## config.mk

```make
export PLATFORM = sky130hd
export DESIGN_NAME = pitch_bend_curve_interpolator
export DESIGN_NICKNAME = d
export VERILOG_FILES = /design/src/hw/rtl/pbci_pkg.sv /design/src/hw/rtl/pbci_div.sv /design/src/hw/rtl/pitch_bend_curve_interpolator.sv
export SDC_FILE = /design/constraint.sdc
export NUM_CORES = 2
export LEC_CHECK = 0
export ABC_AREA = 1
export ABC_CLOCK_PERIOD_IN_PS = 9750
export BUFFER_PORTS_ARGS = -buffer_cell sky130_fd_sc_hd__buf_4
export CAP_MARGIN = 20
export CORE_ASPECT_RATIO = 0.5
export CORE_MARGIN = 3
export CORE_UTILIZATION = 36
export CTS_CLUSTER_DIAMETER = 120
export DETAILED_ROUTE_END_ITERATION = 8
export PLACE_DENSITY = 0.57
export RECOVER_POWER = 50
export SLEW_MARGIN = 20
export SYNTH_ARGS = -nofsm -noshare
export SYNTH_HDL_FRONTEND = slang
export SYNTH_SLANG_ARGS = --single-unit
```

## constraint.sdc

```tcl
create_clock -name clk -period 9.75 [get_ports clk]
set_input_delay 0.975 -clock clk [delete_from_list [all_inputs] [get_ports clk]]
set_output_delay 0.975 -clock clk [all_outputs]
set_load 0.005 [all_outputs]
```

## src/hw/rtl/pbci_pkg.sv

```systemverilog
`timescale 1ns / 1ps
// ----------------------------------------------------------------------------
// pbci_pkg
// Types and constants shared by the pitch-bend curve interpolator.
// ----------------------------------------------------------------------------
package pbci_pkg;

  localparam int MAX_STEPS_DEF = 64;
  localparam int DIV_W         = 40;   // dividend and quotient width
  localparam int DVS_W         = 16;   // divisor width

  localparam logic [15:0] STEP_RESET  = 16'd60;
  localparam logic [13:0] BEND_CENTRE = 14'd8192;
  localparam logic [12:0] BEND_SPAN   = 13'd8191;
  localparam logic [10:0] BEND_LIMIT  = 11'd1200;
  localparam logic [7:0]  STATUS_BEND = 8'hE0;

  // ceil(BEND_SPAN * 2^BEND_SHIFT / BEND_LIMIT); exact floor for |cents| <= 1200
  localparam int          BEND_SHIFT  = 22;
  localparam logic [24:0] BEND_RECIP  = 25'd28629621;

  localparam logic [1:0] OP_FIRST = 2'd0;
  localparam logic [1:0] OP_NEXT  = 2'd1;
  localparam logic [1:0] OP_END   = 2'd2;

  typedef struct packed {
    logic [1:0]         op;
    logic [3:0]         channel;
    logic [31:0]        tick;
    logic [23:0]        offset;
    logic signed [15:0] cents;
  } in_item_t;

  typedef struct packed {
    logic [31:0] at_tick;
    logic [7:0]  status_byte;
    logic [6:0]  data_low;
    logic [6:0]  data_high;
    logic        last;
  } out_item_t;

  typedef struct packed {
    logic             start;
    logic [DIV_W-1:0] dividend;
    logic [DVS_W-1:0] divisor;
  } div_req_t;

  typedef struct packed {
    logic             done;
    logic [DIV_W-1:0] quotient;
  } div_rsp_t;

  function automatic logic [31:0] sat_add(input logic [31:0] a, input logic [31:0] b);
    logic [32:0] s;
    s = {1'b0, a} + {1'b0, b};
    return s[32] ? 32'hFFFF_FFFF : s[31:0];
  endfunction

endpackage

```

## src/hw/rtl/pbci_div.sv

```systemverilog
`timescale 1ns / 1ps
// ----------------------------------------------------------------------------
// pbci_div
// Shared restoring divider, one quotient bit per cycle, unsigned.
// ----------------------------------------------------------------------------
module pbci_div
  import pbci_pkg::*;
(
  input  logic     clk,
  input  logic     rst_n,
  input  div_req_t req,
  output div_rsp_t rsp
);

  localparam int CNT_W = $clog2(DIV_W + 1);

  logic             busy_r;
  logic             done_r;
  logic [CNT_W-1:0] cnt_r;
  logic [DVS_W-1:0] rem_r;
  logic [DVS_W-1:0] dvs_r;
  logic [DIV_W-1:0] quo_r;

  logic [DVS_W:0]   sh;
  logic             fit;

  // trial subtract of the shifted remainder
  assign sh  = {rem_r, quo_r[DIV_W-1]};
  assign fit = sh >= {1'b0, dvs_r};

  // control
  always_ff @(posedge clk) begin
    if (!rst_n) begin
      busy_r <= 1'b0;
      done_r <= 1'b0;
      cnt_r  <= '0;
    end else begin
      done_r <= busy_r && (cnt_r == CNT_W'(1));
      if (req.start) begin
        busy_r <= 1'b1;
        cnt_r  <= CNT_W'(DIV_W);
      end else if (busy_r) begin
        cnt_r <= cnt_r - CNT_W'(1);
        if (cnt_r == CNT_W'(1)) busy_r <= 1'b0;
      end
    end
  end

  // datapath
  always_ff @(posedge clk) begin
    if (req.start) begin
      rem_r <= '0;
      quo_r <= req.dividend;
      dvs_r <= req.divisor;
    end else if (busy_r) begin
      rem_r <= fit ? DVS_W'(sh - {1'b0, dvs_r}) : sh[DVS_W-1:0];
      quo_r <= {quo_r[DIV_W-2:0], fit};
    end
  end

  assign rsp.done     = done_r;
  assign rsp.quotient = quo_r;

  a_no_restart: assert property (@(posedge clk) disable iff (!rst_n)
    busy_r && (cnt_r != CNT_W'(1)) |-> !req.start)
    else $error("divider restarted while busy");

  a_done_once: assert property (@(posedge clk) disable iff (!rst_n)
    done_r |=> !done_r)
    else $error("divider done held for more than one cycle");

  a_count_range: assert property (@(posedge clk) disable iff (!rst_n)
    busy_r |-> (cnt_r != '0) && (cnt_r <= CNT_W'(DIV_W)))
    else $error("divider count out of range");

endmodule

```

## src/hw/rtl/pitch_bend_curve_interpolator.sv

```systemverilog
`timescale 1ns / 1ps
// ----------------------------------------------------------------------------
// pitch_bend_curve_interpolator
// Turns bend points of a note into timed pitch-bend items.
// ----------------------------------------------------------------------------
// Usage:
//   in_valid/in_ready carry one bend item (op, channel, tick, offset, cents).
//   out_valid/out_ready carry pitch-bend items; last marks the final item
//   caused by one input item. cfg_we/cfg_data write step_ticks.
//   Op 0 and op 2 give one item, op 1 gives one item per line step, up to
//   MAX_STEPS items; op 3 gives none.
// Timing:
//   Tick and cents divisions run through one shared divider; each is a start,
//   one shift per quotient bit (DIV_W = 40) and a done. The bend value comes
//   from a reciprocal multiply registered in S_BEND. Op 0 and the zero-span
//   case pass S_SETUP, S_BEND and S_EMIT to out_valid, op 2 skips S_BEND. An
//   interpolated op 1 runs the step count division once, then tick and
//   cents divisions for each item. in_ready is high only while no item is
//   in work and returns the cycle after the final item loads.
// Reset and stall:
//   rst_n clears the state (note start, stored point) and sets step_ticks
//   to 60. The output register holds a finished item while out_ready is low;
//   the sequencer keeps computing the next one and waits only to load it.
// ----------------------------------------------------------------------------
module pitch_bend_curve_interpolator
  import pbci_pkg::*;
#(
  parameter int MAX_STEPS = MAX_STEPS_DEF
) (
  input  logic      clk,
  input  logic      rst_n,
  input  logic      in_valid,
  output logic      in_ready,
  input  in_item_t  in_data,
  output logic      out_valid,
  input  logic      out_ready,
  output out_item_t out_data,
  input  logic      cfg_we,
  input  logic [15:0] cfg_data
);

  localparam int STEP_W = $clog2(MAX_STEPS + 1);

  localparam logic [3:0] S_IDLE   = 4'd0;
  localparam logic [3:0] S_SETUP  = 4'd1;
  localparam logic [3:0] S_DSPAN  = 4'd2;
  localparam logic [3:0] S_DSPANW = 4'd3;
  localparam logic [3:0] S_DTICK  = 4'd4;
  localparam logic [3:0] S_DTICKW = 4'd5;
  localparam logic [3:0] S_DCENT  = 4'd6;
  localparam logic [3:0] S_DCENTW = 4'd7;
  localparam logic [3:0] S_BEND   = 4'd8;
  localparam logic [3:0] S_EMIT   = 4'd9;

  logic [3:0]  state_r, state_nxt;
  logic [15:0] step_r;

  logic [31:0] note_start_r, seg_tick_r, base_tick_r;
  logic signed [15:0] seg_cents_r, base_cents_r;
  in_item_t    item_r;

  logic [31:0] span_r;
  logic signed [16:0] diff_r;
  logic [STEP_W-1:0] steps_r, k_r;
  logic        interp_r;

  logic [31:0] msg_tick_r;
  logic signed [16:0] cur_c_r;
  logic [13:0] value_r;

  logic        out_valid_r;
  out_item_t   out_data_r;

  div_req_t    dreq;
  div_rsp_t    drsp;

  logic [31:0] to_tick;
  logic [31:0] earliest;
  logic signed [16:0] clamp_c;
  logic [10:0] clamp_mag;
  logic [35:0] bend_prod;
  logic [15:0] diff_mag;
  logic        load;
  logic        more;

  pbci_div u_div (
    .clk   (clk),
    .rst_n (rst_n),
    .req   (dreq),
    .rsp   (drsp)
  );

  assign to_tick  = sat_add(note_start_r, {8'd0, item_r.offset});
  assign earliest = sat_add(note_start_r, 32'd1);
  assign diff_mag = diff_r[16] ? 16'(-diff_r) : diff_r[15:0];

  // clamp cents to the bend range
  always_comb begin
    if (cur_c_r > 17'sd1200)       clamp_c = 17'sd1200;
    else if (cur_c_r < -17'sd1200) clamp_c = -17'sd1200;
    else                           clamp_c = cur_c_r;
    clamp_mag = clamp_c[16] ? 11'(-clamp_c) : clamp_c[10:0];
  end

  // scale the clamped magnitude by 8191/1200 through a reciprocal multiply
  assign bend_prod = 36'(clamp_mag) * 36'(BEND_RECIP);

  // divider requests
  always_comb begin
    dreq = '0;
    case (state_r)
      S_DSPAN: begin
        dreq.start    = 1'b1;
        dreq.dividend = DIV_W'(span_r);
        dreq.divisor  = (step_r == 16'd0) ? 16'd1 : step_r;
      end
      S_DTICK: begin
        dreq.start    = 1'b1;
        dreq.dividend = DIV_W'(span_r) * DIV_W'(k_r);
        dreq.divisor  = DVS_W'(steps_r);
      end
      S_DCENT: begin
        dreq.start    = 1'b1;
        dreq.dividend = DIV_W'(diff_mag) * DIV_W'(k_r);
        dreq.divisor  = DVS_W'(steps_r);
      end
      default: dreq = '0;
    endcase
  end

  assign load = (state_r == S_EMIT) && (!out_valid_r || out_ready);
  assign more = interp_r && (k_r != steps_r);

  // sequencer
  always_comb begin
    state_nxt = state_r;
    case (state_r)
      S_IDLE:   if (in_valid) state_nxt = S_SETUP;
      S_SETUP: begin
        case (item_r.op)
          OP_FIRST: state_nxt = S_BEND;
          OP_NEXT:  state_nxt = (to_tick > seg_tick_r) ? S_DSPAN : S_BEND;
          OP_END:   state_nxt = S_EMIT;
          default:  state_nxt = S_IDLE;
        endcase
      end
      S_DSPAN:  state_nxt = S_DSPANW;
      S_DSPANW: if (drsp.done) state_nxt = S_DTICK;
      S_DTICK:  state_nxt = S_DTICKW;
      S_DTICKW: if (drsp.done) state_nxt = S_DCENT;
      S_DCENT:  state_nxt = S_DCENTW;
      S_DCENTW: if (drsp.done) state_nxt = S_BEND;
      S_BEND:   state_nxt = S_EMIT;
      S_EMIT:   if (load) state_nxt = more ? S_DTICK : S_IDLE;
      default:  state_nxt = S_IDLE;
    endcase
  end

  // control and stored bend state
  always_ff @(posedge clk) begin
    if (!rst_n) begin
      state_r      <= S_IDLE;
      step_r       <= STEP_RESET;
      note_start_r <= '0;
      seg_tick_r   <= '0;
      seg_cents_r  <= '0;
      out_valid_r  <= 1'b0;
      interp_r     <= 1'b0;
    end else begin
      state_r <= state_nxt;
      if (cfg_we) step_r <= cfg_data;
      if (load)           out_valid_r <= 1'b1;
      else if (out_ready) out_valid_r <= 1'b0;
      if (state_r == S_SETUP) begin
        interp_r <= 1'b0;
        if (item_r.op == OP_FIRST) begin
          note_start_r <= item_r.tick;
          seg_tick_r   <= sat_add(item_r.tick, {8'd0, item_r.offset});
          seg_cents_r  <= item_r.cents;
        end else if (item_r.op == OP_NEXT) begin
          seg_tick_r  <= to_tick;
          seg_cents_r <= item_r.cents;
          interp_r    <= to_tick > seg_tick_r;
        end
      end
    end
  end

  // datapath registers
  always_ff @(posedge clk) begin
    if (state_r == S_IDLE && in_valid) item_r <= in_data;
    case (state_r)
      S_SETUP: begin
        base_tick_r  <= seg_tick_r;
        base_cents_r <= seg_cents_r;
        span_r       <= to_tick - seg_tick_r;
        diff_r       <= 17'(item_r.cents) - 17'(seg_cents_r);
        cur_c_r      <= 17'(item_r.cents);
        value_r      <= BEND_CENTRE;
        case (item_r.op)
          OP_FIRST: msg_tick_r <= item_r.tick;
          OP_NEXT:  msg_tick_r <= to_tick;
          default:  msg_tick_r <= (item_r.tick > earliest) ? item_r.tick : earliest;
        endcase
      end
      S_DSPANW: if (drsp.done) begin
        k_r <= STEP_W'(1);
        if (drsp.quotient == '0)                     steps_r <= STEP_W'(1);
        else if (drsp.quotient > DIV_W'(MAX_STEPS)) steps_r <= STEP_W'(MAX_STEPS);
        else                                         steps_r <= drsp.quotient[STEP_W-1:0];
      end
      S_DTICKW: if (drsp.done) msg_tick_r <= base_tick_r + drsp.quotient[31:0];
      S_DCENTW: if (drsp.done) begin
        cur_c_r <= diff_r[16] ? 17'(base_cents_r) - drsp.quotient[16:0]
                              : 17'(base_cents_r) + drsp.quotient[16:0];
      end
      S_BEND: begin
        value_r <= clamp_c[16] ? BEND_CENTRE - bend_prod[BEND_SHIFT +: 14]
                               : BEND_CENTRE + bend_prod[BEND_SHIFT +: 14];
      end
      S_EMIT: if (load && more) k_r <= k_r + STEP_W'(1);
      default: ;
    endcase
    if (load) begin
      out_data_r.at_tick     <= msg_tick_r;
      out_data_r.status_byte <= STATUS_BEND | {4'd0, item_r.channel};
      out_data_r.data_low    <= value_r[6:0];
      out_data_r.data_high   <= value_r[13:7];
      out_data_r.last        <= !more;
    end
  end

  assign in_ready  = (state_r == S_IDLE);
  assign out_valid = out_valid_r;
  assign out_data  = out_data_r;

  a_step_bounds: assert property (@(posedge clk) disable iff (!rst_n)
    (state_r == S_DTICK) |-> (steps_r != '0) && (k_r != '0) && (k_r <= steps_r))
    else $error("interpolation step out of range");

  a_load_room: assert property (@(posedge clk) disable iff (!rst_n)
    load |-> !out_valid_r || out_ready)
    else $error("output item overwritten before taken");

  a_last_idle: assert property (@(posedge clk) disable iff (!rst_n)
    load && !more |=> (state_r == S_IDLE) && out_valid_r && out_data_r.last)
    else $error("final item did not return to idle");

endmodule
```

==> results.py <==
metrics = {
    "global_routing": {
        "antenna_found_initial": 0,
        "grt_usage_pct": 21.9,
        "global_route.overflow_total": 0,
        "grt_first_pass_wirelength_mm": 219,
        "number_of_global_route_vias_before_repair": 37600,
        "pin_count_of_the_biggest_net_entering_global_routing": 68,
    },
    "place": {
        "port_buffers": 151,
        "gp_congestion": 0.942,
        "place.detailed.hpwl_mm": 113,
    },
    "critical_path": {
        "critical_path_arrival_ns": 8.73,
        "critical_path.startpoint_type": "flip-flop",
        "worstSetupPathType": "flip-flop to flip-flop",
        "timing.critical_path.to_type": "flip-flop",
        "path_buf_inv": 8,
        "slowest_stage": "sky130_fd_sc_hd__fa_1",
        "crit_fanout": 7,
        "worst_path_largest_cell_delay_ns": 0.55,
        "worstPathRequired_ns": 10.13,
        "critical-path-top-cell-by-count": "sky130_fd_sc_hd__inv_1",
        "cell_family_with_the_largest_share_of_critical_path_delay": "adder cells",
    },
    "sta": {
        "max_slew.worst_pin.slew_ns": 3.47,
        "timing.final.crit_share_pct": 85.6,
        "drv_slew": 286,
        "clock.fmax_ghz": 0.120,
        "fin_tns_setup_ns": 0,
        "timing.clock.skew_ns": 0.0443,
        "rsz0062_at_grt": "no",
        "setup_viol": 0,
        "timing.final.hold_violations": 0,
        "finalCriticalPeriod_ns": 8.35,
        "worst_slew_margin_rel_pct": -132,
    },
    "layout": {
        "mostFrequentLayoutCell": "sky130_fd_sc_hd__nand2_1",
        "flow.area_growth_from_synthesis_pct": 10.1,
        "finish.net_count": 6322,
        "fraction_of_layout_cells_with_a_size_suffix_above_1_pct": 5.88,
        "fill_count": 12200,
        "postLayoutCoreUtil_pct": 40.2,
        "diodes": 0,
        "mostFrequentLayoutCells": "1118 x sky130_fd_sc_hd__nand2_1, 907 x sky130_fd_sc_hd__inv_1, 487 x sky130_fd_sc_hd__a21oi_1",
    },
    "clocking": {
        "cts-hold-fix-buffers": 0,
        "worst_skew_pair.late_latency_ns": 0.66,
        "ctsResizeCount": 0,
        "htree_levels": 2,
        "clock_pin_slew_on_the_worst_setup_and_hold_paths_ns": 0.06,
        "tritoncts_num_sinks": 485,
        "tritoncts_clock_tree": "built",
        "clock_path_buffers": 3,
        "cts_setup_buffers": 0,
        "cts_inserted_buffers": 49,
        "cts_root_buffer": "sky130_fd_sc_hd__clkbuf_16",
    },
    "status": {
        "run_status": "finished with violations",
        "violations": "capacitance limit, slew limit",
    },
    "route": {
        "drt_first_pass_iters": 6,
        "viasPerCell": 5.26,
        "drc_errors": 0,
        "detailroute.via_count": 37700,
        "wl_mm": 140,
        "route.antenna.remaining_nets": 0,
        "drt_first_iter_violations": 3171,
        "wl_per_cell_um": 19.5,
    },
    "synth": {
        "synth_simple_gate_area_share_pct": 17.3,
        "ys_warn_count": 0,
        "complex_gate_fraction_of_the_synthesized_area_pct": 14.0,
        "synth.mux.area_fraction_pct": 0,
        "synth-adder-area-share_pct": 25.1,
        "postSynthCellCount": 5434,
        "post_synth.cell_area_avg_sq_um": 8.15,
        "synth_xor_area_share_pct": 4.09,
        "synth.lib_cells_used.distinct": 71,
        "async_reset_ff_share_pct": 0,
        "ys_seq_area_share_pct": 30.0,
        "synth_top_family_by_area": "adder cells",
        "postSynthRegisterBits": 485,
        "ys_dominant_reg_cell": "sky130_fd_sc_hd__edfxtp_1",
        "syn_area_sq_mm": 0.0443,
        "synth-edff-count": 359,
    },
    "die": {
        "die_width_um": 502,
        "rows": 90,
        "core_region_area_sq_mm": 0.121,
        "die-area_sq_mm": 0.128,
        "design.portCount": 156,
        "fp.dieH_um": 254,
        "initial_utilization_pct": 36.5,
    },
    "min_path": {
        "hold_path_class": "flip-flop to flip-flop",
    },
    "job": {
        "max_cap_violations": 6,
    },
}
## layer usage
metal	track usage [%]	share of wire, %
met1	30.5	46
met2	36.5	46
met3	2.70	6.0
met4	4.91	2.2
met5	0	0
## metrics by stage
stage	setup WS, ns	std cells	cell area [sq um]	hold slack, ns
global placement	1.34	7075	47200	0.401
detailed placement	1.30	7076	47200	0.405
CTS	1.29	7168	48900	0.420
global route	0.534	7169	48800	0.423
finish	1.40	7169	48800	0.419
floorplan	2.38	5436	44300	0.400
## sequential cells by signal, summed over array words and instances (netlist names), 32 cells and up
signal	count
msg_tick_r	32
span_r	32
u_div.quo_r	40
out_data	51
item_r	78
base_tick_r	32
seg_tick_r	32
note_start_r	32
## final timing paths
path                            slack (ns)                startpoint  cells after the start                         to
worst max-delay path                  1.40      cur_c_r[5]$_DFFE_PP_                     43  value_r[10]$_SDFFCE_PN0P_
worst min-delay path                  0.42  msg_tick_r[19]$_DFFE_PP_                      0     out_data[42]$_DFFE_PP_
worst max register to register        1.40      cur_c_r[5]$_DFFE_PP_                     43  value_r[10]$_SDFFCE_PN0P_
worst min register to register        0.42  msg_tick_r[19]$_DFFE_PP_                      0     out_data[42]$_DFFE_PP_
## cells in the mapped netlist, types with 28 or more instances
cell / n / area share (%)
sky130_fd_sc_hd__clkbuf_1: 116 / 0.98
sky130_fd_sc_hd__a31oi_1: 42 / 0.59
sky130_fd_sc_hd__xnor2_1: 59 / 1.2
sky130_fd_sc_hd__nor3_1: 91 / 1.0
sky130_fd_sc_hd__xor2_1: 146 / 2.9
sky130_fd_sc_hd__dfxtp_1: 126 / 5.7
sky130_fd_sc_hd__clkbuf_2: 28 / 0.32
sky130_fd_sc_hd__edfxtp_1: 359 / 24
sky130_fd_sc_hd__ha_1: 397 / 11
sky130_fd_sc_hd__nand3_1: 139 / 1.6
sky130_fd_sc_hd__fa_1: 308 / 14
sky130_fd_sc_hd__o21ai_1: 30 / 0.34
sky130_fd_sc_hd__nor2_1: 353 / 3.0
sky130_fd_sc_hd__inv_1: 908 / 7.7
sky130_fd_sc_hd__a21oi_1: 487 / 5.5
sky130_fd_sc_hd__o211ai_1: 45 / 0.76
sky130_fd_sc_hd__nand2_1: 1119 / 9.5
sky130_fd_sc_hd__nand4_1: 42 / 0.59
sky130_fd_sc_hd__o21ai_0: 328 / 3.7
## layout make-up
| class | count | area [sq um] | area share (%) |
|---|---|---|---|
| multi-input cells | 3864 | 26900 | 55.2 |
| flip-flops and latches | 485 | 13300 | 27.3 |
| inverters | 920 | 3450 | 7.08 |
| well taps | 1610 | 2010 | 4.13 |
| repair buffers | 198 | 1380 | 2.83 |
| clock buffers | 64 | 1310 | 2.69 |
| clock inverters | 28 | 400 | 0.821 |
## cell families (layout without fill, tap and decap cells)
| family | after synthesis | after routing |
|---|---|---|
| AOI/OAI and AO/OA | 1103 | 1103 |
| xor gates and xnor gates | 206 | 206 |
| adders and majority gates | 705 | 705 |
| buffers and inverters | 1087 | 1210 |
| DFF | 485 | 485 |
| other | 2 | 4 |
| and+or+nand+nor | 1846 | 1846 |
Power is left out: the tool's default activity adds up to more than one toggle a clock period on the data nets, which glitch-free logic cannot reach.
